**config.mk**
```make
export PLATFORM = sky130hd
export DESIGN_NAME = cached_binary_to_decimal_digits
export DESIGN_NICKNAME = d
export VERILOG_FILES = /design/src/rtl/cbd_pkg.sv /design/src/rtl/cbd_fifo.sv /design/src/rtl/cbd_front.sv /design/src/rtl/cbd_back.sv /design/src/rtl/cached_binary_to_decimal_digits.sv
export SDC_FILE = /design/constraint.sdc
export NUM_CORES = 1
export LEC_CHECK = 0
export BUFFER_PORTS_ARGS = -buffer_cell sky130_fd_sc_hd__buf_2
export CAP_MARGIN = 0
export CELL_PAD_IN_SITES_DETAIL_PLACEMENT = 1
export CELL_PAD_IN_SITES_GLOBAL_PLACEMENT = 2
export CORE_ASPECT_RATIO = 1.2
export CORE_UTILIZATION = 37
export CTS_BUF_LIST = sky130_fd_sc_hd__clkbuf_8
export CTS_CLUSTER_SIZE = 28
export DETAILED_ROUTE_END_ITERATION = 16
export PLACE_DENSITY = 0.76
export SLEW_MARGIN = 20
export SYNTH_ARGS = -nofsm -noshare
export SYNTH_HDL_FRONTEND = slang
export SYNTH_SLANG_ARGS = --single-unit
export TNS_END_PERCENT = 20
```
**constraint.sdc**
```tcl
create_clock -name clk -period 2.95 [get_ports clk]
set_input_delay 0.295 -clock clk [delete_from_list [all_inputs] [get_ports clk]]
set_output_delay 0.295 -clock clk [all_outputs]
set_load 0.02 [all_outputs]
```
**src/rtl/cbd_pkg.sv**
```systemverilog
// Shared types and constants for the cached binary-to-decimal converter.
// No dependencies; imported by every module of the block.
package cbd_pkg;

    // Entries in the queue between the front and the back.
    localparam int QUEUE_DEPTH = 2;

    // How the back must produce the digits of a queued number.
    typedef enum logic [1:0] {
        KIND_HIT  = 2'd0,
        KIND_INC  = 2'd1,
        KIND_FULL = 2'd2
    } item_kind_t;

    typedef enum logic [1:0] {
        BK_IDLE = 2'd0,
        BK_CONV = 2'd1,
        BK_DONE = 2'd2
    } back_state_t;

    typedef struct packed {
        logic full;
        logic empty;
    } fifo_stat_t;

endpackage

```
**src/rtl/cbd_fifo.sv**
```systemverilog
// Short first-word-fall-through queue between the front and the back.
// Depends on cbd_pkg for the depth and the status struct.
module cbd_fifo #(
    parameter int WIDTH = 34
) (
    input  logic                clk,
    input  logic                rst_n,
    input  logic                push,
    input  logic [WIDTH-1:0]    wr_data,
    input  logic                pop,
    output logic [WIDTH-1:0]    rd_data,
    output cbd_pkg::fifo_stat_t stat
);
    import cbd_pkg::*;

    localparam int PTR_W = (QUEUE_DEPTH > 1) ? $clog2(QUEUE_DEPTH) : 1;
    localparam int CNT_W = $clog2(QUEUE_DEPTH + 1);

    logic [WIDTH-1:0] entry_reg [QUEUE_DEPTH];
    logic [PTR_W-1:0] wr_ptr_reg, wr_ptr_next;
    logic [PTR_W-1:0] rd_ptr_reg, rd_ptr_next;
    logic [CNT_W-1:0] count_reg, count_next;

    always_comb
    begin
        wr_ptr_next = wr_ptr_reg;
        rd_ptr_next = rd_ptr_reg;
        count_next  = count_reg;
        if (push)
        begin
            wr_ptr_next = (wr_ptr_reg == PTR_W'(QUEUE_DEPTH - 1)) ? '0 : wr_ptr_reg + 1'b1;
        end
        if (pop)
        begin
            rd_ptr_next = (rd_ptr_reg == PTR_W'(QUEUE_DEPTH - 1)) ? '0 : rd_ptr_reg + 1'b1;
        end
        if (push && !pop)
        begin
            count_next = count_reg + 1'b1;
        end
        else if (pop && !push)
        begin
            count_next = count_reg - 1'b1;
        end
    end

    always_ff @(posedge clk or negedge rst_n)
    begin
        if (!rst_n)
        begin
            wr_ptr_reg <= '0;
            rd_ptr_reg <= '0;
            count_reg  <= '0;
        end
        else
        begin
            wr_ptr_reg <= wr_ptr_next;
            rd_ptr_reg <= rd_ptr_next;
            count_reg  <= count_next;
        end
    end

    always_ff @(posedge clk)
    begin
        if (push)
        begin
            entry_reg[wr_ptr_reg] <= wr_data;
        end
    end

    assign rd_data    = entry_reg[rd_ptr_reg];
    assign stat.full  = (count_reg == CNT_W'(QUEUE_DEPTH));
    assign stat.empty = (count_reg == '0);

endmodule

```
**src/rtl/cbd_front.sv**
```systemverilog
// Front end: accepts numbers and classifies each one as a cache hit, an
// increment of the previous number or a full conversion. Depends on cbd_pkg.
module cbd_front #(
    parameter int VALUE_BITS = 32
) (
    input  logic                   clk,
    input  logic                   rst_n,
    input  logic                   in_valid,
    output logic                   in_ready,
    input  logic [VALUE_BITS-1:0]  value,
    input  cbd_pkg::fifo_stat_t    q_stat,
    output logic                   push,
    output cbd_pkg::item_kind_t    push_kind,
    output logic [VALUE_BITS-1:0]  push_value
);
    import cbd_pkg::*;

    // Every accepted number becomes the cached number, so the front can
    // track it on its own, ahead of the back.
    logic [VALUE_BITS-1:0] last_num_reg;

    assign in_ready   = !q_stat.full;
    assign push       = in_valid && in_ready;
    assign push_value = value;

    always_comb
    begin
        if (value == last_num_reg)
        begin
            push_kind = KIND_HIT;
        end
        else if ((last_num_reg != '1) && (value == last_num_reg + 1'b1))
        begin
            push_kind = KIND_INC;
        end
        else
        begin
            push_kind = KIND_FULL;
        end
    end

    always_ff @(posedge clk or negedge rst_n)
    begin
        if (!rst_n)
        begin
            last_num_reg <= '0;
        end
        else if (push)
        begin
            last_num_reg <= value;
        end
    end

endmodule

```
**src/rtl/cbd_back.sv**
```systemverilog
// Back end: holds the cached digits, applies increments, runs the
// shift-and-add-3 conversion and drives the output register. Depends on cbd_pkg.
module cbd_back #(
    parameter int VALUE_BITS = 32,
    parameter int MAX_DIGITS = 10
) (
    input  logic                   clk,
    input  logic                   rst_n,
    input  cbd_pkg::fifo_stat_t    q_stat,
    input  cbd_pkg::item_kind_t    q_kind,
    input  logic [VALUE_BITS-1:0]  q_value,
    output logic                   pop,
    output logic                   out_valid,
    input  logic                   out_ready,
    output logic [39:0]            bcd_digits,
    output logic [3:0]             digit_count
);
    import cbd_pkg::*;

    localparam int BCD_W  = 4 * MAX_DIGITS;
    localparam int LEN_W  = $clog2(MAX_DIGITS + 1);
    localparam int STEP_W = $clog2(VALUE_BITS);
    localparam int PACK_W = (BCD_W > 40) ? BCD_W : 40;
    localparam int CPAD_W = (LEN_W > 4) ? LEN_W : 4;

    back_state_t state_reg, state_next;

    logic [MAX_DIGITS-1:0][3:0] digits_reg;
    logic [LEN_W-1:0]           len_reg;
    logic [MAX_DIGITS-1:0][3:0] conv_reg;
    logic                       ovf_reg;
    logic [VALUE_BITS-1:0]      shift_reg;
    logic [STEP_W-1:0]          step_reg;
    logic                       out_valid_reg;
    logic [BCD_W-1:0]           out_bcd_reg;
    logic [LEN_W-1:0]           out_len_reg;

    logic out_free;
    logic load_hit, load_inc, start_conv, do_step, finish;

    // Decimal increment of the cached digits.
    logic [MAX_DIGITS:0]        carry;
    logic [MAX_DIGITS-1:0][3:0] inc_digits;
    logic                       lengthen;

    // One shift-and-add-3 step and the length of the converted digits.
    logic [MAX_DIGITS-1:0][3:0] adj_digits;
    logic [LEN_W-1:0]           conv_len;

    logic [PACK_W-1:0]          bcd_wide;
    logic [CPAD_W-1:0]          len_wide;
    logic                       upper_clear;

    assign out_free = !out_valid_reg || out_ready;

    always_comb
    begin
        carry[0] = 1'b1;
        lengthen = 1'b0;
        for (int i = 0; i < MAX_DIGITS; i++)
        begin
            carry[i+1] = carry[i] && (digits_reg[i] == 4'd9);
            if (carry[i])
            begin
                inc_digits[i] = (digits_reg[i] == 4'd9) ? 4'd0 : digits_reg[i] + 4'd1;
            end
            else
            begin
                inc_digits[i] = digits_reg[i];
            end
            // The carry lands on the zero digit just above the length.
            if (carry[i] && (len_reg == LEN_W'(i)))
            begin
                lengthen = 1'b1;
            end
        end
    end

    always_comb
    begin
        for (int i = 0; i < MAX_DIGITS; i++)
        begin
            if (conv_reg[i] inside {[4'd5:4'd15]})
            begin
                adj_digits[i] = conv_reg[i] + 4'd3;
            end
            else
            begin
                adj_digits[i] = conv_reg[i];
            end
        end
    end

    always_comb
    begin
        conv_len = LEN_W'(1);
        for (int i = 0; i < MAX_DIGITS; i++)
        begin
            if (conv_reg[i] != 4'd0)
            begin
                conv_len = LEN_W'(i + 1);
            end
        end
        // A bit carried out of the top digit means the number had more digits.
        if (ovf_reg)
        begin
            conv_len = LEN_W'(MAX_DIGITS);
        end
    end

    // Next state.
    always_comb
    begin
        state_next = state_reg;
        case (state_reg)
            BK_IDLE:
            begin
                if (!q_stat.empty && out_free && (q_kind == KIND_FULL))
                begin
                    state_next = BK_CONV;
                end
            end
            BK_CONV:
            begin
                if (step_reg == '0)
                begin
                    state_next = BK_DONE;
                end
            end
            BK_DONE:
            begin
                if (out_free)
                begin
                    state_next = BK_IDLE;
                end
            end
            default:
            begin
                state_next = BK_IDLE;
            end
        endcase
    end

    // Control outputs of the state machine.
    always_comb
    begin
        pop        = 1'b0;
        load_hit   = 1'b0;
        load_inc   = 1'b0;
        start_conv = 1'b0;
        do_step    = 1'b0;
        finish     = 1'b0;
        case (state_reg)
            BK_IDLE:
            begin
                if (!q_stat.empty && out_free)
                begin
                    pop = 1'b1;
                    case (q_kind)
                        KIND_HIT:  load_hit   = 1'b1;
                        KIND_INC:  load_inc   = 1'b1;
                        default:   start_conv = 1'b1;
                    endcase
                end
            end
            BK_CONV:
            begin
                do_step = 1'b1;
            end
            BK_DONE:
            begin
                finish = out_free;
            end
            default:
            begin
                pop = 1'b0;
            end
        endcase
    end

    always_ff @(posedge clk or negedge rst_n)
    begin
        if (!rst_n)
        begin
            state_reg     <= BK_IDLE;
            digits_reg    <= '0;
            len_reg       <= LEN_W'(1);
            out_valid_reg <= 1'b0;
        end
        else
        begin
            state_reg <= state_next;
            if (load_inc)
            begin
                digits_reg <= inc_digits;
                len_reg    <= len_reg + LEN_W'(lengthen);
            end
            else if (finish)
            begin
                digits_reg <= conv_reg;
                len_reg    <= conv_len;
            end
            if (load_hit || load_inc || finish)
            begin
                out_valid_reg <= 1'b1;
            end
            else if (out_ready)
            begin
                out_valid_reg <= 1'b0;
            end
        end
    end

    always_ff @(posedge clk)
    begin
        if (start_conv)
        begin
            shift_reg <= q_value;
            conv_reg  <= '0;
            ovf_reg   <= 1'b0;
            step_reg  <= STEP_W'(VALUE_BITS - 1);
        end
        else if (do_step)
        begin
            // The top bit of the adjusted digits leaves here and is kept in ovf_reg.
            conv_reg  <= BCD_W'({adj_digits, shift_reg[VALUE_BITS-1]});
            ovf_reg   <= ovf_reg || adj_digits[MAX_DIGITS-1][3];
            shift_reg <= {shift_reg[VALUE_BITS-2:0], 1'b0};
            step_reg  <= step_reg - 1'b1;
        end
        if (load_hit)
        begin
            out_bcd_reg <= digits_reg;
            out_len_reg <= len_reg;
        end
        else if (load_inc)
        begin
            out_bcd_reg <= inc_digits;
            out_len_reg <= len_reg + LEN_W'(lengthen);
        end
        else if (finish)
        begin
            out_bcd_reg <= conv_reg;
            out_len_reg <= conv_len;
        end
    end

    assign bcd_wide    = PACK_W'(out_bcd_reg);
    assign len_wide    = CPAD_W'(out_len_reg);
    assign out_valid   = out_valid_reg;
    assign bcd_digits  = bcd_wide[39:0];
    assign digit_count = len_wide[3:0];

    always_comb
    begin
        upper_clear = 1'b1;
        for (int i = 0; i < MAX_DIGITS; i++)
        begin
            if ((LEN_W'(i) >= len_reg) && (digits_reg[i] != 4'd0))
            begin
                upper_clear = 1'b0;
            end
        end
    end

    a_len_range: assert property (@(posedge clk) disable iff (!rst_n)
        (len_reg != '0) && (len_reg <= LEN_W'(MAX_DIGITS)))
        else $error("cached digit count out of range");

    a_upper_zero: assert property (@(posedge clk) disable iff (!rst_n) upper_clear)
        else $error("cached digit above the count is not zero");

    a_pop_nonempty: assert property (@(posedge clk) disable iff (!rst_n)
        pop |-> !q_stat.empty)
        else $error("queue popped while empty");

    a_conv_to_done: assert property (@(posedge clk) disable iff (!rst_n)
        (state_reg == BK_CONV) && (step_reg == '0) |=> (state_reg == BK_DONE))
        else $error("conversion did not finish after its last step");

endmodule

```
**src/rtl/cached_binary_to_decimal_digits.sv**
```systemverilog
// Top level of the cached binary-to-decimal converter: front, queue, back.
// Depends on cbd_pkg, cbd_front, cbd_fifo and cbd_back.
//
//  channel | signals                               | direction
//  --------+---------------------------------------+----------
//  in      | in_valid, in_ready, value             | input beat
//  out     | out_valid, out_ready, bcd_digits,     | output beat
//          | digit_count                           |
//
// A repeated number or the previous number plus one is served from the cached
// digits in the back, so such beats flow at one per cycle while out_ready is
// high and no conversion is running. Any other number runs the shift-and-add-3
// loop, one value bit per cycle, in the single iterating converter.
// Reset clears the queue and sets the cache to the number 0 as the digit "0".
// A two-entry queue lets the front keep accepting beats while the back
// converts or while a finished result waits in the output register.
module cached_binary_to_decimal_digits #(
    parameter int VALUE_BITS = 32,
    parameter int MAX_DIGITS = 10
) (
    input  logic                  clk,
    input  logic                  rst_n,
    input  logic                  in_valid,
    output logic                  in_ready,
    input  logic [VALUE_BITS-1:0] value,
    output logic                  out_valid,
    input  logic                  out_ready,
    output logic [39:0]           bcd_digits,
    output logic [3:0]            digit_count
);
    import cbd_pkg::*;

    localparam int KIND_W  = $bits(item_kind_t);
    localparam int ENTRY_W = KIND_W + VALUE_BITS;

    // The front classifies against its own copy of the last number, so the
    // queue carries how each beat is to be handled along with the number.
    logic                  push;
    item_kind_t            push_kind;
    logic [VALUE_BITS-1:0] push_value;
    logic                  pop;
    logic [ENTRY_W-1:0]    rd_entry;
    fifo_stat_t            q_stat;
    item_kind_t            q_kind;
    logic [VALUE_BITS-1:0] q_value;

    cbd_front #(
        .VALUE_BITS (VALUE_BITS)
    ) u_front (
        .clk        (clk),
        .rst_n      (rst_n),
        .in_valid   (in_valid),
        .in_ready   (in_ready),
        .value      (value),
        .q_stat     (q_stat),
        .push       (push),
        .push_kind  (push_kind),
        .push_value (push_value)
    );

    cbd_fifo #(
        .WIDTH (ENTRY_W)
    ) u_fifo (
        .clk     (clk),
        .rst_n   (rst_n),
        .push    (push),
        .wr_data ({push_kind, push_value}),
        .pop     (pop),
        .rd_data (rd_entry),
        .stat    (q_stat)
    );

    assign q_kind  = item_kind_t'(rd_entry[ENTRY_W-1:VALUE_BITS]);
    assign q_value = rd_entry[VALUE_BITS-1:0];

    cbd_back #(
        .VALUE_BITS (VALUE_BITS),
        .MAX_DIGITS (MAX_DIGITS)
    ) u_back (
        .clk         (clk),
        .rst_n       (rst_n),
        .q_stat      (q_stat),
        .q_kind      (q_kind),
        .q_value     (q_value),
        .pop         (pop),
        .out_valid   (out_valid),
        .out_ready   (out_ready),
        .bcd_digits  (bcd_digits),
        .digit_count (digit_count)
    );

endmodule
```
== Word level (Yosys, flattened, before mapping) ==
Memories as Yosys holds them, arrays and structs flattened.
Index checks and enable logic that the tools add are counted.

* Register bits: 205
* Bits in writable memories: 68
* Input bits: 36
* Output and inout port bits: 46
* Memories: 1

{| class="wikitable"
|+ Memory list
! name !! words !! width !! read ports !! clocked after Yosys merged registers in !! write ports !! RTL line !! RTL
|-
| u_fifo.entry_reg || 2 || 34 || 1 || 0 || 1 || cbd_fifo.sv:19 || <nowiki>logic [WIDTH-1:0] entry_reg [QUEUE_DEPTH];</nowiki>
|}

* $add $sub $neg: 27
* Order comparisons: 20
* Equal/unequal tests: 30
* Muxes and demuxes: 84
* Reductions and logical operators: 63

{| class="wikitable"
|+ Operators with widths
! operator !! number
|-
| 4-bit 2-to-1 mux || 36
|-
| 40-bit 2-to-1 mux || 3
|-
| 32-bit equality test || 2
|-
| 32-bit 2-to-1 mux || 2
|-
| 4-bit equality test (second input constant) || 12
|-
| 4-bit by 1-bit adder with 4-bit output (second input constant) || 10
|-
| 4-bit by 2-bit adder with 4-bit output (second input constant) || 10
|-
| 4-bit by 3-bit greater-or-equal comparator with 1-bit output (second input constant) || 10
|-
| 4-bit <= comparator (second input constant) || 10
|-
| 4-bit nonzero test || 9
|-
| 1-bit logical AND || 33
|-
| 32-bit by 1-bit adder with 32-bit output (second input constant) || 1
|-
| 32-bit inequality test (second input constant) || 1
|-
| 1-bit 2-to-1 mux || 29
|-
| 2-bit 2-to-1 mux || 9
|-
| 4-bit by 3-bit equality test with 1-bit output (second input constant) || 4
|-
| 3-bit 2-to-1 mux || 4
|-
| 4-bit by 2-bit equality test with 1-bit output (second input constant) || 2
|-
| 2-bit nonzero test || 4
|-
| 2-bit equality test (second input constant) || 3
|-
| 2-bit zero test || 3
|-
| 2-bit by 1-bit inequality test with 1-bit output (second input constant) || 3
|-
| 2-bit one-hot mux with 3 select lines || 1
|-
| 1-bit zero test || 5
|-
| other kinds (13) || 18
|}

== Depth between registers and ports, before layout ==
* Word-level depth: 14
* Gate-level depth with buffers: 13
* Depth with buffers taken out: 11

== Modules after synthesis ==
A second synthesis with hierarchy kept.

* Cell total of the unflattened synthesis: 1521
* Area, all modules: 15356.0 um^2

{| class="wikitable"
|+ Modules (own cells, without submodules)
! module !! instances !! cells each !! area each (um^2) !! seq. area each (um^2)
|-
| cbd_back || 1 || 1091 || 9725.6 || 4380.5
|-
| cbd_front || 1 || 308 || 2839.0 || 800.8
|-
| cbd_fifo || 1 || 122 || 2791.4 || 2142.1
|}

== Worst setup path before layout ==
No wires, ideal clock.

* Path kind: register to register
* From: register u_fifo.count_reg[0]
* To: memory u_fifo.entry_reg[0][0] (enable)
* Library setup time: 0.425 ns
* Data arrival time: 2.558 ns
* Slack: -0.033 ns
* Cell stages (with the launch flop): 5
* Path buffers: 1
* Clock period less this slack: 2.983 ns
* Path through: dfrtp_1 nand2b_1 nand2_1 buf_1 nor2_1

* Word-level cells in the longest chain between the ends: 5

{| class="wikitable"
|+ Ends and longest elaborated chain
! element !! RTL line !! RTL
|-
| start: declaration || cbd_fifo.sv:22 || <nowiki>logic [CNT_W-1:0] count_reg, count_next;</nowiki>
|-
| start signal: assignment || cbd_fifo.sv:59 || <nowiki>count_reg <= count_next;</nowiki>
|-
| 2-bit equality test || cbd_fifo.sv:72 || <nowiki>assign stat.full = (count_reg == CNT_W'(QUEUE_DEPTH));</nowiki>
|-
| 1-bit zero test || cbd_front.sv:22 || <nowiki>assign in_ready = !q_stat.full;</nowiki>
|-
| net in_ready || cached_binary_to_decimal_digits.sv:24 || <nowiki>output logic in_ready,</nowiki>
|-
| 1-bit logical AND || cbd_front.sv:23 || <nowiki>assign push = in_valid && in_ready;</nowiki>
|-
| 1-bit 2-to-1 mux || cbd_fifo.sv:65 || <nowiki>if (push)</nowiki>
|-
| 1-bit 2-to-1 mux (not written as such) || cbd_fifo.sv:67 || <nowiki>entry_reg[wr_ptr_reg] <= wr_data;</nowiki>
|-
| end: declaration || cbd_fifo.sv:19 ||
|}

The timed path passes the listed nets, and every way through them passes these cells.

== Final worst setup path ==
* From: register u_back.digits_reg[2] (netlist name)
* To: register u_back.out_len_reg[1] (netlist: u_back.digit_count[1]), data pin

* Word-level cells in the longest chain between the ends: 14
* Elaborated cells on any way between the ends: 30
* Those cells by class: 1 x add/sub; 1 x eq/ne; 11 x mux; 17 x reduce/logical

{| class="wikitable"
|+ Ends and longest elaborated chain
! element !! RTL line !! RTL
|-
| start: declaration || cbd_back.sv:28 || <nowiki>logic [MAX_DIGITS-1:0][3:0] digits_reg;</nowiki>
|-
| start signal: assignment || cbd_back.sv:195 || <nowiki>digits_reg <= inc_digits;</nowiki>
|-
| start signal: assignment || cbd_back.sv:200 || <nowiki>digits_reg <= conv_reg;</nowiki>
|-
| 4-bit equality test (*) || cbd_back.sv:62 || <nowiki>carry[i+1] = carry[i] && (digits_reg[i] == 4'd9);</nowiki>
|-
| 1-bit logical AND, on equally long branches || cbd_back.sv:72, cbd_back.sv:62 ||
|-
| 1-bit 2-to-1 mux (tied with other cells) (7 in a row) || cbd_back.sv:72 || <nowiki>if (carry[i] && (len_reg == LEN_W'(i)))</nowiki>
|-
| 1-bit 2-to-1 mux / 1-bit logical AND (equally long branches) || cbd_back.sv:72 ||
|-
| 1-bit 2-to-1 mux (*) || cbd_back.sv:72 ||
|-
| 4-bit by 1-bit adder with 4-bit output (*) || cbd_back.sv:239 || <nowiki>out_len_reg <= len_reg + LEN_W'(lengthen);</nowiki>
|-
| 4-bit 2-to-1 mux (*) || cbd_back.sv:236 || <nowiki>else if (load_inc)</nowiki>
|-
| 4-bit 2-to-1 mux (*) || cbd_back.sv:231 || <nowiki>if (load_hit)</nowiki>
|-
| end signal: assignment || cbd_back.sv:234 || <nowiki>out_len_reg <= len_reg;</nowiki>
|-
| end signal: assignment || cbd_back.sv:239 ||
|-
| end signal: assignment || cbd_back.sv:244 || <nowiki>out_len_reg <= conv_len;</nowiki>
|-
| end: declaration || cbd_back.sv:36 || <nowiki>logic [LEN_W-1:0] out_len_reg;</nowiki>
|}

Every way passes the cells marked *; elsewhere a longest branch is shown, timed or not.
A chain may end at the register's enable or synchronous reset.

==> impl_results.md <==
- Clock Skews: roughly 18 ps
- Top post-synthesis cells by area: edfxtp_1 30%, dfrtp_1 14%, dfxtp_1 6.5%
- Cells after DPL: between 1500 and 2000
- Grt met1 use: 0.2607
- Syn avg cell area: 10.06 um2
- Crit Path Category: register to register
- Total GRT Usage: 0.2119
- Synth Net Count: 1481
- Std-Cell Core Area: approximately 0.038 mm2
- CP peak stage delay: 500 ps
- Leak pwr: 0.006583 uW
- Clock buffer depth: 3
- Startpoint Class: register
- Final hold vios: 0
- Reg clk slew, reported paths: 60 ps
- Slowest CP cell: or3b_2
- Worst Path Arrival: 3140 ps
- HP Class: input port to async pin
- Final WL: between 40000 and 50000 um
- GR Util met2: 0.3706
- Cell Area, Synth: 0.01427 mm2
- Sequential fraction of the synthesis area: 0.5131
- Drt drc: 0
- Post-synth ARST share: 0.3040
- Final HPWL from detailed placement: between 20000 and 30000 um
- CTS tree: built
- Non-Filler Instances: between 2000 and 2500
- Total gr overflow: 0
- Via count: 11550
- RSZ-0062 raised after global routing: false
- Vias in the first global route: 12010
- Power Density: 949.5 mW/mm2
- Setup TNS: 0 ps
- Place WS: ~88 ps
- Initial Utilization: 0.3769
- Synth Warn #: 0
- Total clock sinks: 273
- Synth unique cells: 75
- Synthesis-to-layout area growth: 17.99%
- Iter 0 DRT Violations: approximately 570
- Fin crit share: 0.9382
- CP cell instances: nand2b_1 -> or3b_2 -> nand2_1 -> nor2_1 -> a2111oi_2 -> a211o_1 -> ha_1 -> ha_1 -> o22a_1 -> nand2_1 -> nand2_1
- DR vias/cell: 5.537
- Placed Area: 0.01550 mm2
- Clock tree root buffer cell: clkbuf_8
- Final instance area: around 0.017 mm2
- Grt peak-use layer: met2
- DR pass1 iterations: 5
- Total of max-cap violations: 0
- Gate Count Post-Synth: 1419
- Share of cells above drive strength 1: 0.1863
- Top cell type's share of synthesized area: 0.3029
- Initial antenna violation count: 0
- Nets@finish: 1627
- N_diodes: 0
- Die height: around 220 um
- Clk_lat worst skew: 620 ps
- CP Data Required Time: between 3000 and 4000 ps
- Crit. End Element: register
- Final Util: 0.4448
- # setup viols final: 0
- Max-slew violation count: 0
- Maximum VDD drop: ~0.00070 V
- Setup ws final: 182.3 ps
- Total CTS buffers: 48
- Die Wd: roughly 180 um
- Max reg flops: just under 70
- Number of top-level pins: 82
- Largest net degree at the start of global routing: 94
- M3 GR Usage: 0.03263
- Fillcell total: 4268
- Routed WL per cell: between 15 and 20 um
- Final min period: 2768 ps
- Rel. slew slack: 0.3688
- H-tree depth: 2
- Seq cells post-synth: 273
- Rows: between 70 and 80
- Die Area: slightly below 0.04 mm2
- Synth area leader: edfxtp_1
- Post-synth EDFFs: between 100 and 150
- Count of input and output buffers: 81
- CP dominant cell by count: nand2_1
- Slew @ Worst Pin: 946.8 ps
- GPL Wtd Cong: 0.8623
- ANT nets after route: 0
- Max frequency: 361.3 MHz
- Crit Path Max Fanout: 4
- First-pass GRT wire length: 65790 um
- Status: completed
- Prevailing post-synth register cell: edfxtp_1
==> metal layers <==
| metal | wire [um] | vias to the layer above |
|---|---|---|
| met3 | 1638 | 73 |
| li1 | - | 5488 |
| met2 | 20340 | 225 |
| met1 | 17730 | 5759 |
| met5 | 0 | - |
| met4 | 1177 | 0 |
==> final timing paths <==
check / startpoint / to / slack [ps] / depth (start not counted)
worst min-delay path: rst_n / u_back.digits_reg[15] / 140 / 2
max in group asynchronous: rst_n / u_front.last_num_reg[0] / 2130 / 3
min in group clk: in_valid / u_fifo.wr_ptr_reg / 220 / 3
worst max register to register: u_back.digits_reg[2] / u_back.digit_count[1] / 180 / 11
worst min register to register: u_back.shift_reg[31] / u_back.conv_reg[0] / 470 / 2
worst max-delay path: u_back.digits_reg[2] / u_back.digit_count[1] / 180 / 11
==> final cells by class <==
type,instances,area (um2),area share
inverters,39,146.4,0.008692
repair buffers,181,1279,0.07593
clock inverters,30,145.1,0.008618
flip-flops and latches,273,7326,0.4350
clock buffers,60,825.8,0.04903
well taps,480,600.6,0.03566
multi-input cells,1022,6519,0.3871
==> where the power goes <==
| part | leakage [uW] | total (uW) | internal (uW) | switching, uW |
|---|---|---|---|---|
| Clock | 0.000547 | 3550 | 1850 | 1700 |
| Sequential | 0.00274 | 6730 | 5480 | 1250 |
| Combinational | 0.00329 | 5720 | 2340 | 3380 |
| Total | 0.00658 | 16000 | 9670 | 6320 |
==> kinds of logic after synthesis <==
group	synth area share
DFF	0.5131
adders and majority gates	0.02279
xor gates and xnor gates	0.05093
muxes	0.05733
buffers and inverters	0.03427
and+or+nand+nor	0.1816
AOI/OAI and AO/OA	0.1400
==> critical path, delay by kind of cell, from the launching register on <==
kind,cells,cell delay (ps)
and+or+nand+nor,6,960
AOI/OAI and AO/OA,3,760
DFF,1,390
adders and majority gates,2,410
==> Yosys cell counts (5+ instances only) <==
cell type  count
a21o_1         7
a21oi_1       74
a221o_1       10
a221oi_1       7
a31oi_1       14
and3_1        12
buf_1          9
buf_2          9
clkbuf_1      63
dfrtp_1       82
dfxtp_1       46
edfxtp_1     144
ha_1          26
inv_1         39
mux2_2        38
mux2i_1       39
nand2_1      157
nand2b_1      16
nand3_1       68
nand4_1       30
nand4b_1       6
nor2_1       102
nor2b_1       25
nor3_1        17
nor3b_1        8
nor4_1        16
o211ai_1       5
o21ai_0      155
o221a_2        6
o22ai_1        7
o31ai_1        6
o32ai_1        6
or3_1         10
xnor2_1       50
xor2_1        33
==> metrics by stage <==
step / total power [uW] / hold WS [ps]
6_report: 15990 / 142.4
2_1_floorplan: 10490 / -0.5911
3_5_place_dp: 12500 / 247.1
5_1_grt: 17180 / 135.1
4_1_cts: 16170 / 116.6
3_3_place_gp: 12290 / 246.7
==> cells in the final DEF (no fill, tap or decap), drive strengths merged, types with 6 or more instances in the layout <==
cell type / count
nand2: 157
o21ai: 157
buf: 148
edfxtp: 144
nor2: 103
dfrtp: 82
a21oi: 74
nand3: 71
clkbuf: 60
xnor2: 50
inv: 50
dfxtp: 46
mux2i: 39
mux2: 38
xor2: 33
dlygate4sd3: 33
nand4: 31
ha: 26
nor2b: 25
nor4: 23
nor3: 17
clkinv: 17
nand2b: 16
a31oi: 14
and3: 12
a221o: 10
or3: 10
nor3b: 9
a221oi: 8
a21o: 7
o22ai: 7
o31ai: 6
nand4b: 6
o32ai: 6
o221a: 6
==> what timing repair did <==
item,CTS,global route
hold endpoints to repair,135,0
hold buffers,33,0
resized for setup,0,7
setup buffers,0,1
setup endpoints to repair,0,9
(Power assumes the default switching activity.)
